<file path="src/rtl/assert_macros.svh">
// Assertion macros for the RTL files that check their own behavior.
`ifndef ASSERT_MACROS_SVH
`define ASSERT_MACROS_SVH

// Property that must hold at every rising edge once reset is released.
`define ASSERT_ALWAYS(label, clk, rst_n, prop) \
	label: assert property (@(posedge clk) disable iff (!rst_n) (prop)) \
		else $error("assertion failed: property violated");

// Implication written out by the caller: antecedent and consequent.
`define ASSERT_IMPLY(label, clk, rst_n, ante, cons) \
	label: assert property (@(posedge clk) disable iff (!rst_n) (ante) |-> (cons)) \
		else $error("assertion failed: implication violated");

`endif

</file>
<file path="src/rtl/stbs_pkg.sv">
// Types and constants of the sorted table binary search block.
package stbs_pkg;

	localparam int TABLE_DEPTH = 1024;
	localparam int ENTRY_WIDTH = 32;
	localparam int IDX_W       = $clog2(TABLE_DEPTH);
	localparam int CNT_W       = 11;
	localparam int VALUE_W     = 32;
	localparam int CFG_IDX_W   = 1;
	localparam int CFG_DATA_W  = 11;

	typedef logic [CFG_IDX_W-1:0] cfg_idx_t;
	localparam cfg_idx_t REG_ENTRY_COUNT    = 1'b0;
	localparam cfg_idx_t REG_SIGNED_COMPARE = 1'b1;

	typedef logic op_t;
	localparam op_t OP_LOAD   = 1'b0;
	localparam op_t OP_SEARCH = 1'b1;

	typedef struct packed {
		logic [CNT_W-1:0] entry_count;
		logic             signed_compare;
	} cfg_t;

	typedef struct packed {
		logic eq;
		logic lt;
	} cmp_res_t;

	typedef struct packed {
		logic                   we;
		logic [IDX_W-1:0]       waddr;
		logic [ENTRY_WIDTH-1:0] wdata;
		logic                   re;
		logic [IDX_W-1:0]       raddr;
	} ram_ctl_t;

endpackage

</file>
<file path="src/rtl/stbs_cmp.sv">
// Shared key compare unit: unsigned or two's complement ordering.
module stbs_cmp import stbs_pkg::*; (
	input  logic [ENTRY_WIDTH-1:0] key,
	input  logic [ENTRY_WIDTH-1:0] entry,
	input  logic                   signed_compare,
	output cmp_res_t               res
);

	logic [ENTRY_WIDTH-1:0] key_ord;
	logic [ENTRY_WIDTH-1:0] entry_ord;

	// Flipping the sign bit turns a two's complement order into an unsigned one.
	always_comb begin
		key_ord   = key;
		entry_ord = entry;
		key_ord[ENTRY_WIDTH-1]   = key[ENTRY_WIDTH-1] ^ signed_compare;
		entry_ord[ENTRY_WIDTH-1] = entry[ENTRY_WIDTH-1] ^ signed_compare;
		res.eq = (key_ord == entry_ord);
		res.lt = (key_ord < entry_ord);
	end

endmodule

</file>
<file path="config.mk">
export PLATFORM = sky130hd
export DESIGN_NAME = stbs_cmp
export DESIGN_NICKNAME = d
export VERILOG_FILES = /design/src/rtl/assert_macros.svh /design/src/rtl/stbs_pkg.sv /design/src/rtl/stbs_cmp.sv
export SDC_FILE = /design/constraint.sdc
export NUM_CORES = 1
export LEC_CHECK = 0
export BUFFER_PORTS_ARGS = -buffer_cell sky130_fd_sc_hd__buf_2
export CORE_MARGIN = 2
export CORE_UTILIZATION = 42
export DETAILED_ROUTE_END_ITERATION = 6
export GPL_ROUTABILITY_DRIVEN = 0
export GPL_TIMING_DRIVEN = 0
export PLACE_DENSITY = 0.91
export SYNTH_ARGS = -nofsm -noshare
export SYNTH_HDL_FRONTEND = slang
export SYNTH_SLANG_ARGS = --single-unit
</file>
<file path="constraint.sdc">
create_clock -name vclk -period 1.5
set_input_delay 0.075 -clock vclk [all_inputs]
set_output_delay 0.075 -clock vclk [all_outputs]
set_load 0.1 [all_outputs]
</file>
==> Yosys cells after proc, flatten, opt, wreduce, memory -nomap -nowiden <==
Index checks and enable logic that the tools add are counted.
W data, S select, Z words.
{ "word_totals": {"inputBits": 65, "wordCells": 4, "ff_bits": 0, "output_inout_bits": 2} }
{ "classes": {"bitwise": 2, "eq_ne": 1, "n_lt_le_gt_ge": 1} }
{ "ops": {"columns": ["op", "count"], "rows": [
  ["$eq A32 B32 Y1", 1],
  ["$lt A32 B32 Y1", 1],
  ["$xor A1 B1 Y1", 2]
]} }

==> Depth between registers and ports, before layout <==
{ "logic_depth": {"ltp_word": 2, "ltp_mapped": 7, "mapped_depth_nobuf": 7} }

==> Worst setup path before layout <==
Ideal clock, no wire load.
{ "synth_path": {"path_type": "input -> output", "startpoint": "input port entry[17]", "endpoint": "output port res[0] (netlist bit)", "stages": 7, "required_ns": 1.425, "path_slack_ns": -1.449, "arrival_time_ns": 2.874, "path_buffers": 0, "cell_sequence": "inv_1 ha_1 a21oi_2 o21ai_1 a221oi_2 nor2_1 a2111oi_2"} }
{ "synth_rtl": {"columns": ["item", "line", "text"], "rows": [
  ["start, declared", "stbs_cmp.sv:4", "input logic [ENTRY_WIDTH-1:0] entry,"],
  ["end, declared", "stbs_cmp.sv:6", "output cmp_res_t res"]
]} }

==> metrics.md <==
| Metric | Value |
|---|---|
| Synth Warn # | 0 |
| Run status | finished with violations |
| Number of global-route vias before repair | 1054 |
| Post-route cell area | 1431 um^2 |
| DRC viols | 0 |
| CP required | 1420 ps |
| DP Area | 1306 um^2 |
| Final HPWL DP | 2062 um |
| Fraction of layout cells with a size suffix above 1 | between 50 and 60% |
| Post-Syn Area per Cell | around 7.2 um^2 |
| Worst Hold Path EP | res[1] |
| Final period utilization | 113.2% |
| Grt ovf | 0 |
| Initial DRT Pass Iterations | 4 |
| Synthesized area | 839.6 um^2 |
| Final net count | 283 |
| Final hold violations | 0 |
| Post-synthesis sequential area ratio | 0% |
| Core Region | 1922 um^2 |
| Worst hold path startpoint | key[1] |
| Row cnt | 16 |
| Top post-synthesis cells by count | 32 x ha_1, 31 x inv_1, 10 x a21oi_1, 10 x nand2_1, 6 x nor2_1 |
| FMAX | roughly 590 MHz |
| # setup viols final | 2 |
| Largest net degree at the start of global routing | 4 |
| Die Footprint | 2373 um^2 |
| Failing checks | setup timing |
| Hold Path Class | in2out |
| Die width | roughly 49 um |
| Drt via density | 4.991 |
| CP arrival | 1620 ps |
| Total wire length | around 2300 um |
| Rel. slew slack | 79.18% |
| Initial antenna violation count | 0 |
| Top post-synthesis cells by area | ha_1 48%, inv_1 14%, a21oi_1 6.0%, nand2_1 4.5%, nand4_1 3.0% |
| Worst-margin pin slew | 311.0 ps |
| Worst Setup Start Kind | primary input |
| Largest area contributor in the netlist | ha_1 |
| Setup slack after layout | -197.9 ps |
| Place WS | -500.8 ps |
| PwrDens | 291.8 nW/um^2 |
| # port buffers | 67 |
| Die Span Y | around 49 um |
| Vias | 1053 |
| Yosys cell types | 22 |
| Critical path type | in2out |
| Met2 usage | 45.66% |
| Peak VDD IR | 240.6 uV |
| Starting Density | 43.68% |
| Ports | 67 |
| Top cell type's share of synthesized area | 47.69% |
| Drt wl/cell | 11.07 um |
| Drt initial violations | 9 |
| Fill cells | 165 |
| Routed Antenna Nets | 0 |
| First-pass GRT wire length | 3884 um |
| Area delta synth->final | 70.49% |
| Num sequential | 0 |
| Post-synth net total | 213 |
| Cells after synthesis | 116 |
| Register Area | 0 um^2 |
| Setup crit end kind | primary output |
| Hold Crit Depth | 5 |
| Layout clock buffer count | 0 |
| Tmin final | 1698 ps |
| Max-cap viol count | 0 |
| Pleak | 0.7873 nW |
| Slew Limit Fails | 0 |
| Grt peak-use layer | met2 |
| GR Util All Layers | 19.38% |
| Setup TNS | -368.0 ps |
| M3 GR Usage | 2.160% |
| Antenna cells | 0 |
| Crit Path Max Fanout | 2 |
| RSZ-0062 raised after global routing | yes |
| Met1 Track Usage GR | between 15 and 20% |
| Hold Buf Count CTS | 0 |
| Count leader, synth | ha_1 |
[cell families after synthesis]
family | after synthesis | share of synthesized area [%]
buf+inv | 31 | 13.86
fa+ha+maj | 32 | 47.69
xor+xnor | 2 | 2.087
simple gates | 27 | 16.99
compound gates | 24 | 19.37
[per-stage QoR]
stage          hold slack [ps]  cells  power, mW  utilization [%]
2_1_floorplan            583.3    116     0.2309                -
3_3_place_gp             880.9    210     0.3478            67.97
3_5_place_dp             889.0    210     0.3719            67.97
4_1_cts                  773.1    211     0.3868            70.77
5_1_grt                  786.4    211     0.4683            74.48
6_report                 765.0    211     0.4177            74.48
[repair_timing]
item / in CTS / in global routing
pin swaps: 6 / 9
endpoints found under the setup margin: 2 / 2
gates resized for setup: 12 / 17
hold endpoints to repair: 0 / 0
buffers inserted: 1 / 0
[per-layer routing]
| layer | vias to the layer above | share of wire [%] |
|---|---|---|
| met5 | - | 0 |
| li1 | 534 | - |
| met4 | 0 | 1.5 |
| met1 | 470 | 33 |
| met3 | 4 | 6.5 |
| met2 | 45 | 59 |
[placed cells by master (no fill, tap or decap), drive strengths merged]
cell type and n:
buf 68, ha 32, inv 31, a21oi 12, nand2 10, nor2 6, o21ai 5, nand4 4
a211oi 2, nor2b 2, o211ai 2, and4 2, xor2 1, or3 1, nor4 1, a21bo 1
nand3 1, a221oi 1, a2111oi 1, xnor2 1
[worst max path at each step]
stage          slack (ps)  cells after the start      to           start
4_1_cts              -200                      9  res[0]        entry[7]
3_5_place_dp         -500                      9  res[0]        entry[1]
3_3_place_gp         -460                      9  res[1]  signed_compare
5_1_grt              -300                      9  res[0]       entry[13]
6_report             -200                      9  res[0]       entry[13]
2_1_floorplan        -640                      7  res[0]        entry[1]
[report_power, final]
part           internal [mW]  switching, mW  total, mW
Sequential                 0              0          0
Combinational          0.207          0.211      0.418
Clock                      0              0          0
[worst max-delay path: stages]
cell and delay (ps):
buf_2 100, inv_2 60, ha_4 200, a21oi_1 130
nor2_1 70, a211oi_2 140, o211ai_1 170, a2111oi_4 390
buf_6 270
[final cells by class]
| class | count | area (um^2) | area share (%) |
|---|---|---|---|
| inverters | 31 | 128.9 | 9.004 |
| multi-input cells | 85 | 882.1 | 61.63 |
| repair buffers | 68 | 386.6 | 27.01 |
| well taps | 27 | 33.78 | 2.360 |
No activity file was read; power rests on OpenSTA's default activity.
