`src/rtl/assert_macros.svh`:
```
// Assertion macros for the RTL files that check their own behavior.
`ifndef ASSERT_MACROS_SVH
`define ASSERT_MACROS_SVH

// Property that must hold at every rising edge once reset is released.
`define ASSERT_ALWAYS(label, clk, rst_n, prop) \
	label: assert property (@(posedge clk) disable iff (!rst_n) (prop)) \
		else $error("assertion failed: property violated");

// Implication written out by the caller: antecedent and consequent.
`define ASSERT_IMPLY(label, clk, rst_n, ante, cons) \
	label: assert property (@(posedge clk) disable iff (!rst_n) (ante) |-> (cons)) \
		else $error("assertion failed: implication violated");

`endif

```
`src/rtl/stbs_pkg.sv`:
```
// Types and constants of the sorted table binary search block.
package stbs_pkg;

	localparam int TABLE_DEPTH = 1024;
	localparam int ENTRY_WIDTH = 32;
	localparam int IDX_W       = $clog2(TABLE_DEPTH);
	localparam int CNT_W       = 11;
	localparam int VALUE_W     = 32;
	localparam int CFG_IDX_W   = 1;
	localparam int CFG_DATA_W  = 11;

	typedef logic [CFG_IDX_W-1:0] cfg_idx_t;
	localparam cfg_idx_t REG_ENTRY_COUNT    = 1'b0;
	localparam cfg_idx_t REG_SIGNED_COMPARE = 1'b1;

	typedef logic op_t;
	localparam op_t OP_LOAD   = 1'b0;
	localparam op_t OP_SEARCH = 1'b1;

	typedef struct packed {
		logic [CNT_W-1:0] entry_count;
		logic             signed_compare;
	} cfg_t;

	typedef struct packed {
		logic eq;
		logic lt;
	} cmp_res_t;

	typedef struct packed {
		logic                   we;
		logic [IDX_W-1:0]       waddr;
		logic [ENTRY_WIDTH-1:0] wdata;
		logic                   re;
		logic [IDX_W-1:0]       raddr;
	} ram_ctl_t;

endpackage

```
`src/rtl/stbs_if.sv`:
```
// Handshake interfaces for the request, response and configuration channels.
interface stbs_req_if import stbs_pkg::*; ();
	logic               valid;
	logic               ready;
	logic               operation;
	logic [IDX_W-1:0]   entry_index;
	logic [VALUE_W-1:0] entry_value;
	logic [VALUE_W-1:0] search_key;

	modport source (output valid, operation, entry_index, entry_value, search_key,
		input ready);
	modport sink (input valid, operation, entry_index, entry_value, search_key,
		output ready);
endinterface

interface stbs_rsp_if import stbs_pkg::*; ();
	logic             valid;
	logic             ready;
	logic             found;
	logic [IDX_W-1:0] match_index;

	modport source (output valid, found, match_index, input ready);
	modport sink (input valid, found, match_index, output ready);
endinterface


```
`src/rtl/stbs_seq.sv`:
```
// Search sequencer: accepts requests, steps the halving loop, holds the result.
module stbs_seq import stbs_pkg::*; (
	input  logic                   clk,
	input  logic                   arst_n,
	stbs_req_if.sink               req,
	stbs_rsp_if.source             rsp,
	input  cfg_t                   cfg,
	input  cmp_res_t               cmp,
	output logic [ENTRY_WIDTH-1:0] key,
	output ram_ctl_t               ram
);

	typedef enum logic [2:0] {S_IDLE, S_READ, S_COMP, S_FINAL, S_DONE} state_t;

	state_t                 state_q;
	logic [IDX_W-1:0]       low_q;
	logic [IDX_W-1:0]       high_q;
	logic [IDX_W-1:0]       mid_q;
	logic [ENTRY_WIDTH-1:0] key_q;
	logic                   res_found_q;
	logic [IDX_W-1:0]       res_idx_q;
	logic                   out_valid_q;
	logic                   out_found_q;
	logic [IDX_W-1:0]       out_idx_q;

	logic             accept;
	logic             more;
	logic             publish;
	logic [IDX_W-1:0] mid;
	logic [CNT_W-1:0] count_eff;

	always_comb begin
		req.ready = (state_q == S_IDLE);
		accept    = req.valid && req.ready;
		more      = (low_q < high_q);
		mid       = low_q + ((high_q - low_q) >> 1);
		publish   = (state_q == S_DONE) && (!out_valid_q || rsp.ready);
		if (cfg.entry_count > CNT_W'(TABLE_DEPTH)) begin
			count_eff = CNT_W'(TABLE_DEPTH);
		end else begin
			count_eff = cfg.entry_count;
		end
		ram.we    = accept && (req.operation == OP_LOAD);
		ram.waddr = req.entry_index;
		ram.wdata = req.entry_value[ENTRY_WIDTH-1:0];
		ram.re    = (state_q == S_READ);
		ram.raddr = more ? mid : low_q;
		key       = key_q;
		rsp.valid       = out_valid_q;
		rsp.found       = out_found_q;
		rsp.match_index = out_idx_q;
	end

	always_ff @(posedge clk or negedge arst_n) begin
		if (!arst_n) begin
			state_q     <= S_IDLE;
			low_q       <= '0;
			high_q      <= '0;
			mid_q       <= '0;
			key_q       <= '0;
			res_found_q <= 1'b0;
			res_idx_q   <= '0;
			out_valid_q <= 1'b0;
			out_found_q <= 1'b0;
			out_idx_q   <= '0;
		end else begin
			if (publish) begin
				out_valid_q <= 1'b1;
			end else if (rsp.valid && rsp.ready) begin
				out_valid_q <= 1'b0;
			end
			unique case (state_q)
				S_IDLE: begin
					if (accept && (req.operation == OP_SEARCH)) begin
						key_q       <= req.search_key[ENTRY_WIDTH-1:0];
						low_q       <= '0;
						high_q      <= IDX_W'(count_eff - CNT_W'(1));
						res_found_q <= 1'b0;
						res_idx_q   <= '0;
						if (count_eff == '0) begin
							state_q <= S_DONE;
						end else begin
							state_q <= S_READ;
						end
					end
				end
				S_READ: begin
					mid_q <= mid;
					if (more) begin
						state_q <= S_COMP;
					end else begin
						state_q <= S_FINAL;
					end
				end
				S_COMP: begin
					if (cmp.eq) begin
						res_found_q <= 1'b1;
						res_idx_q   <= mid_q;
						state_q     <= S_DONE;
					end else begin
						if (cmp.lt) begin
							high_q <= mid_q;
						end else begin
							low_q <= mid_q + IDX_W'(1);
						end
						state_q <= S_READ;
					end
				end
				S_FINAL: begin
					if (cmp.eq) begin
						res_found_q <= 1'b1;
						res_idx_q   <= low_q;
					end
					state_q <= S_DONE;
				end
				S_DONE: begin
					// The result waits here until the output register is free.
					if (publish) begin
						out_found_q <= res_found_q;
						out_idx_q   <= res_idx_q;
						state_q     <= S_IDLE;
					end
				end
				default: begin
					state_q <= S_IDLE;
				end
			endcase
		end
	end

endmodule

```
`src/flat_wrapper.sv`:
```
// flat-port wrapper written by rule: the top's interface ports become plain ports
module stbs_seq_flat import stbs_pkg::*;
  (clk, arst_n, cfg, cmp, key, ram, req_valid, req_operation, req_entry_index, req_entry_value, req_search_key, req_ready, rsp_valid, rsp_found, rsp_match_index, rsp_ready);
  stbs_req_if req_i ();
  stbs_rsp_if rsp_i ();
  input  logic clk;
  input  logic arst_n;
  input  cfg_t cfg;
  input  cmp_res_t cmp;
  output logic [ENTRY_WIDTH-1:0] key;
  output ram_ctl_t ram;
  input wire logic [$bits(req_i.valid)-1:0] req_valid;
  input wire logic [$bits(req_i.operation)-1:0] req_operation;
  input wire logic [$bits(req_i.entry_index)-1:0] req_entry_index;
  input wire logic [$bits(req_i.entry_value)-1:0] req_entry_value;
  input wire logic [$bits(req_i.search_key)-1:0] req_search_key;
  output wire logic [$bits(req_i.ready)-1:0] req_ready;
  output wire logic [$bits(rsp_i.valid)-1:0] rsp_valid;
  output wire logic [$bits(rsp_i.found)-1:0] rsp_found;
  output wire logic [$bits(rsp_i.match_index)-1:0] rsp_match_index;
  input wire logic [$bits(rsp_i.ready)-1:0] rsp_ready;
  assign req_i.valid = req_valid;
  assign req_i.operation = req_operation;
  assign req_i.entry_index = req_entry_index;
  assign req_i.entry_value = req_entry_value;
  assign req_i.search_key = req_search_key;
  assign req_ready = req_i.ready;
  assign rsp_valid = rsp_i.valid;
  assign rsp_found = rsp_i.found;
  assign rsp_match_index = rsp_i.match_index;
  assign rsp_i.ready = rsp_ready;
  stbs_seq u_core (.clk(clk), .arst_n(arst_n), .req(req_i), .rsp(rsp_i), .cfg(cfg), .cmp(cmp), .key(key), .ram(ram));
endmodule
```
`config.mk`:
```
export PLATFORM = sky130hd
export DESIGN_NAME = stbs_seq_flat
export DESIGN_NICKNAME = d
export VERILOG_FILES = /design/src/rtl/assert_macros.svh /design/src/rtl/stbs_pkg.sv /design/src/rtl/stbs_if.sv /design/src/rtl/stbs_seq.sv /design/src/flat_wrapper.sv
export SDC_FILE = /design/constraint.sdc
export NUM_CORES = 1
export LEC_CHECK = 0
export BUFFER_PORTS_ARGS = -buffer_cell sky130_fd_sc_hd__buf_2
export CORE_MARGIN = 5
export CORE_UTILIZATION = 31
export CTS_CLUSTER_SIZE = 20
export DETAILED_ROUTE_END_ITERATION = 10
export GPL_ROUTABILITY_DRIVEN = 0
export HOLD_SLACK_MARGIN = 0.03
export SYNTH_ARGS = -nofsm -noshare
export SYNTH_HDL_FRONTEND = slang
export SYNTH_SLANG_ARGS = --single-unit
export TNS_END_PERCENT = 20
```
`constraint.sdc`:
```
create_clock -name clk -period 4.1 [get_ports clk]
set_input_delay 0 -clock clk [delete_from_list [all_inputs] [get_ports clk]]
set_output_delay 0 -clock clk [all_outputs]
set_load 0.03 [all_outputs]
```
---- Word level (Yosys, flattened, before mapping) ----
Cells that the tools add are included.
storage, ports and cells
  bits in registers ....................... 88
  output and inout port bits .............. 99
operators by class
  add/sub/neg operators ................... 4
  $lt $le $gt $ge ......................... 2
  equal/unequal tests ..................... 12
  mux-type cells .......................... 24
  bitwise logic cells ..................... 1
  reductions and logical operators ........ 21
operators with widths
  operator                                             count
  two-way mux 10 bit                                   9
  case mux 10 bit (2 select lines)                     2
  case mux 10 bit (3 select lines)                     1
  case mux 3 bit (5 select lines)                      1
  two-way mux 3 bit                                    4
  AND reduction 4 bit                                  3
  > comparator 11 bit (second input constant)          1
  logical NOT 11 bit                                   1
  two-way mux 11 bit                                   1
  adder 10 x 1 -> 10 bit (second input constant)       1
  adder 10 x 9 -> 10 bit                               1
  less-than comparator 10 bit                          1
  != test 2 bit (second input constant)                5
  subtractor 10 x 1 -> 10 bit (second input constant)  1
  subtractor 10 bit                                    1
  == test 3 x 2 -> 1 bit (second input constant)       2
  != test 2 x 1 -> 1 bit (second input constant)       3
  AND reduction 2 bit                                  3
  nonzero test 2 bit                                   3
  logical AND 1 bit                                    5
  two-way mux 1 bit                                    5
  == test 3 x 1 -> 1 bit (second input constant)       1
  == test 3 bit (second input constant)                1
  logical NOT 3 bit                                    1
  other kinds (7)                                      7

---- Depth between registers and ports, before layout ----
  depth in word-level cells ............... 6
  gate-level depth with buffers ........... 13

---- Worst setup path before layout ----
No wires, ideal clock.
  path kind ............................... reg2out
  start ................................... register u_core.low_q[0]
  end ..................................... output ram[9] (netlist name)
  data arrival time ....................... 3,320 ps
  setup slack ............................. 780 ps
  cell stages (with the launch flop) ...... 13
  buffers on the path ..................... 0
  cells stage by stage .................... dfrtp_1 -> ha_1 -> fa_1 -> nand2b_1 -> a21oi_1 -> a311oi_1 -> xnor2_1 -> ha_1 -> a2111oi_0 -> o21ai_1 -> a41oi_1 -> nor3_1 -> xnor2_1
RTL lines
  what                    RTL line            RTL
  start, declared         stbs_seq.sv:16      logic [IDX_W-1:0] low_q;
  start signal, assigned  stbs_seq.sv:104     low_q <= mid_q + IDX_W'(1);
  end, declared           flat_wrapper.sv:11  output ram_ctl_t ram;

==> impl_metrics.ini <==
[status]
status = finished clean

[sta]
maxSlewHeadroom_pct = 50.3
whs_ns = 0.0634
setup_viol = 0
hold_violations = 0
period_minus_slack_ns = 3.82
worst_pin_slew_ns = 0.746
rsz0062_at_grt = no
min_period_over_period_pct = 93.1
fmax_ghz = 0.262
finalMaxSlewViolations = 0
setup_tns_ns = 0
skew_ns = 0.00581

[worst_setup_path]
cp_top_family = compound AO/OA/AOI/OAI gates
reg2reg_to = u_core.mid_q[9]$_DFFE_PN0P_
worstPathCellList = inv_1, ha_1, a21oi_1, nor2b_1, nor4_1, or2_1, xnor2_1, ha_1, a2111oi_0, o21ai_1, a41oi_1, nor3_1, xnor2_1, buf_2
rrSetupSlack_ns = 0.76
critPathRequiredTime_ns = 4.10
crit_type = register to output port
worst-path-max-fanout = 5
cp_num_buf_inv = 2
crit-reg2reg-launch = u_core.low_q[3]$_DFFE_PN0P_
cpMaxStageDelayCell = dfrtp_1
cp-start-kind = register
r2r_cells = 13
end_kind = output port
crit_arrival_ns = 3.82
max_stage_delay_ns = 0.44

[synth]
avgSynthCellArea_um2 = 9.11
synthTopCellsByArea = dfrtp_1, nand2_1, buf_4, ha_1, mux2_2
synth_common_cells = nand2_1, dfrtp_1, buf_4, nor2_1
synth_area_leader_cell = dfrtp_1
yosysSeqAreaShare_pct = 40.8
synth.most_common_cell = nand2_1
postSynthNetCount = 708
netlist.area_leader.share_pct = 40.8
synth_seq_cells = 88
postSynthCellCount = 592
netlist_area_mm2 = 0.00540
ys_async_sr_fraction_pct = 100
synth_edf_count = 0
ys.flop_type = dfrtp_1
synth.distinct_cells = 65
ys_warn_count = 0

[drt]
wl_per_cell_um = 15.1
vias = 4478
drtPass1Iterations = 4
ant_nets = 0
wl_um = 14400
viasPerCell = 4.69
first_iter_violations = 217
drc = 0

[power]
vdd_ir_drop_max_mv = 0.515
p_leak_uw = 0.00331
powerDensity_mw_per_mm2 = 987

[min_path]
hp-class = input pin to register
min_to = u_core.high_q[9]$_DFFE_PN0P_
hold_start = cfg[10]
hold_depth = 4

[clock_tree]
clock-sinks = 88
cts-htree-levels = 3
post_cts_buffers = 0
clock-root-buffer = clkbuf_16
worstSkewPairLatency_ns = 0.34
tritoncts = done
ctsLongestPathBuffers = 2
cts_buffers = 9
clk_pin_slew_ns = 0.06

[placement]
io_buffers = 106
dp_hpwl_um = 10100

[floorplanning]
die-area_mm2 = 0.0201
rows = 48
die_y_um = 142
core-area_mm2 = 0.0172
boundaryPins = 192
die_x_um = 142
start_util_pct = 31.4

[finish]
regArea_mm2 = 0.00220
nets = 840
diodes = 0
syn2layout_area_growth_pct = 27.2
nFillCells = 1743
multi_input_area_mm2 = 0.00268
drive_above_1_share_pct = 24.3

[global_route]
grt_remaining_overflow = 0
antenna_found_initial = 0
track_usage_pct = 14.4
grt_max_degree = 56
grt_pass1_wl_um = 23300
grt_pass1_vias = 4544

[flow_run]
maxCapViolations = 0
area by class of cell:
class	instances	share of cell area, %
tap	225	4.10
multi-input combinational	417	39.1
clock inverter	6	0.620
clock buffer	10	3.48
inverter	20	1.09
sequential	88	32.1
timing repair buffer	188	19.5
cells in the final DEF (no fill, tap or decap), types with 6 or more instances in the layout:
cell and count:
nand2_1 140, buf_2 105, dfrtp_1 88, dlygate4sd3_1 77, nor2_1 23, a21oi_1 21
ha_1 21, inv_1 19, xnor2_1 17, nand3_1 16, mux2_2 15, o31ai_1 11
o21ai_1 11, nand3_2 11, mux2i_1 11, xor2_1 10, o21ai_2 10, o21ai_0 9
clkbuf_16 9, nand2b_1 8, nor2b_1 7, nor3_1 7, buf_4 6
timing repair:
item	4_1_cts	5_1_grt
hold buffers	77	0
gates resized for setup	0	0
endpoints found under the hold margin	130	0
per-stage QoR:
step                area (um2)  power (uW)  setup slack (ns)  utilization, %  cells
floorplan                 5400        4860             0.780               -    592
global placement          5810        5880             0.701            33.8    861
detailed placement        5810        5920             0.673            33.8    861
CTS                       6860        6830             0.286            39.9    954
global route              6860        7360            0.0391            39.9    954
finish                    6860        6770             0.283            39.9    954
worst max path at each step:
stage | slack (ns) | endpoint | cells after the start | from
4_1_cts | 0.29 | ram[9] | 14 | u_core.low_q[3]$_DFFE_PN0P_
2_1_floorplan | 0.78 | ram[9] | 12 | u_core.low_q[0]$_DFFE_PN0P_
5_1_grt | 0.04 | ram[9] | 14 | u_core.low_q[3]$_DFFE_PN0P_
3_5_place_dp | 0.67 | ram[9] | 14 | u_core.low_q[3]$_DFFE_PN0P_
6_report | 0.28 | ram[9] | 14 | u_core.low_q[3]$_DFFE_PN0P_
3_3_place_gp | 0.70 | ram[9] | 14 | u_core.low_q[3]$_DFFE_PN0P_
sequential cells by signal (all words and copies together) (netlist names), 3 cells and up:
| name | count |
|---|---|
| u_core.key | 32 |
| u_core.high_q | 10 |
| u_core.low_q | 10 |
| u_core.mid_q | 10 |
| u_core.res_idx_q | 10 |
| u_core.rsp.match_index | 10 |
| u_core.state_q | 3 |
where the power goes:
part           switching [uW]  internal (uW)  leakage, uW
combinational            2760           1590      0.00204
sequential                390           1240      0.00113
clock                     353            428     0.000135
logic make-up after synthesis:
logic type	Yosys count	share of synthesized area, %
buffers and inverters	87	9.60
adders and majority gates	23	5.61
AOI/OAI and AO/OA	94	11.8
DFF	88	40.8
and+or+nand+nor	242	21.6
muxes	31	6.22
xor gates and xnor gates	27	4.38
routing by layer:
metal	wire, um	vias to the layer above	part of all wire, %	track usage (%)
li1	-	2248	-	-
met1	6420	2092	45	18.5
met4	316	0	2.2	5.66
met2	7000	115	49	24.3
met3	655	23	4.6	2.16
met5	0	-	0	0
tightest hold or removal path: stages:
cell and delay (ns):
buf_2 0.11, nand2_1 0.06, a31o_2 0.15, o21ai_1 0.05
No activity file was read; power rests on OpenSTA's default activity.
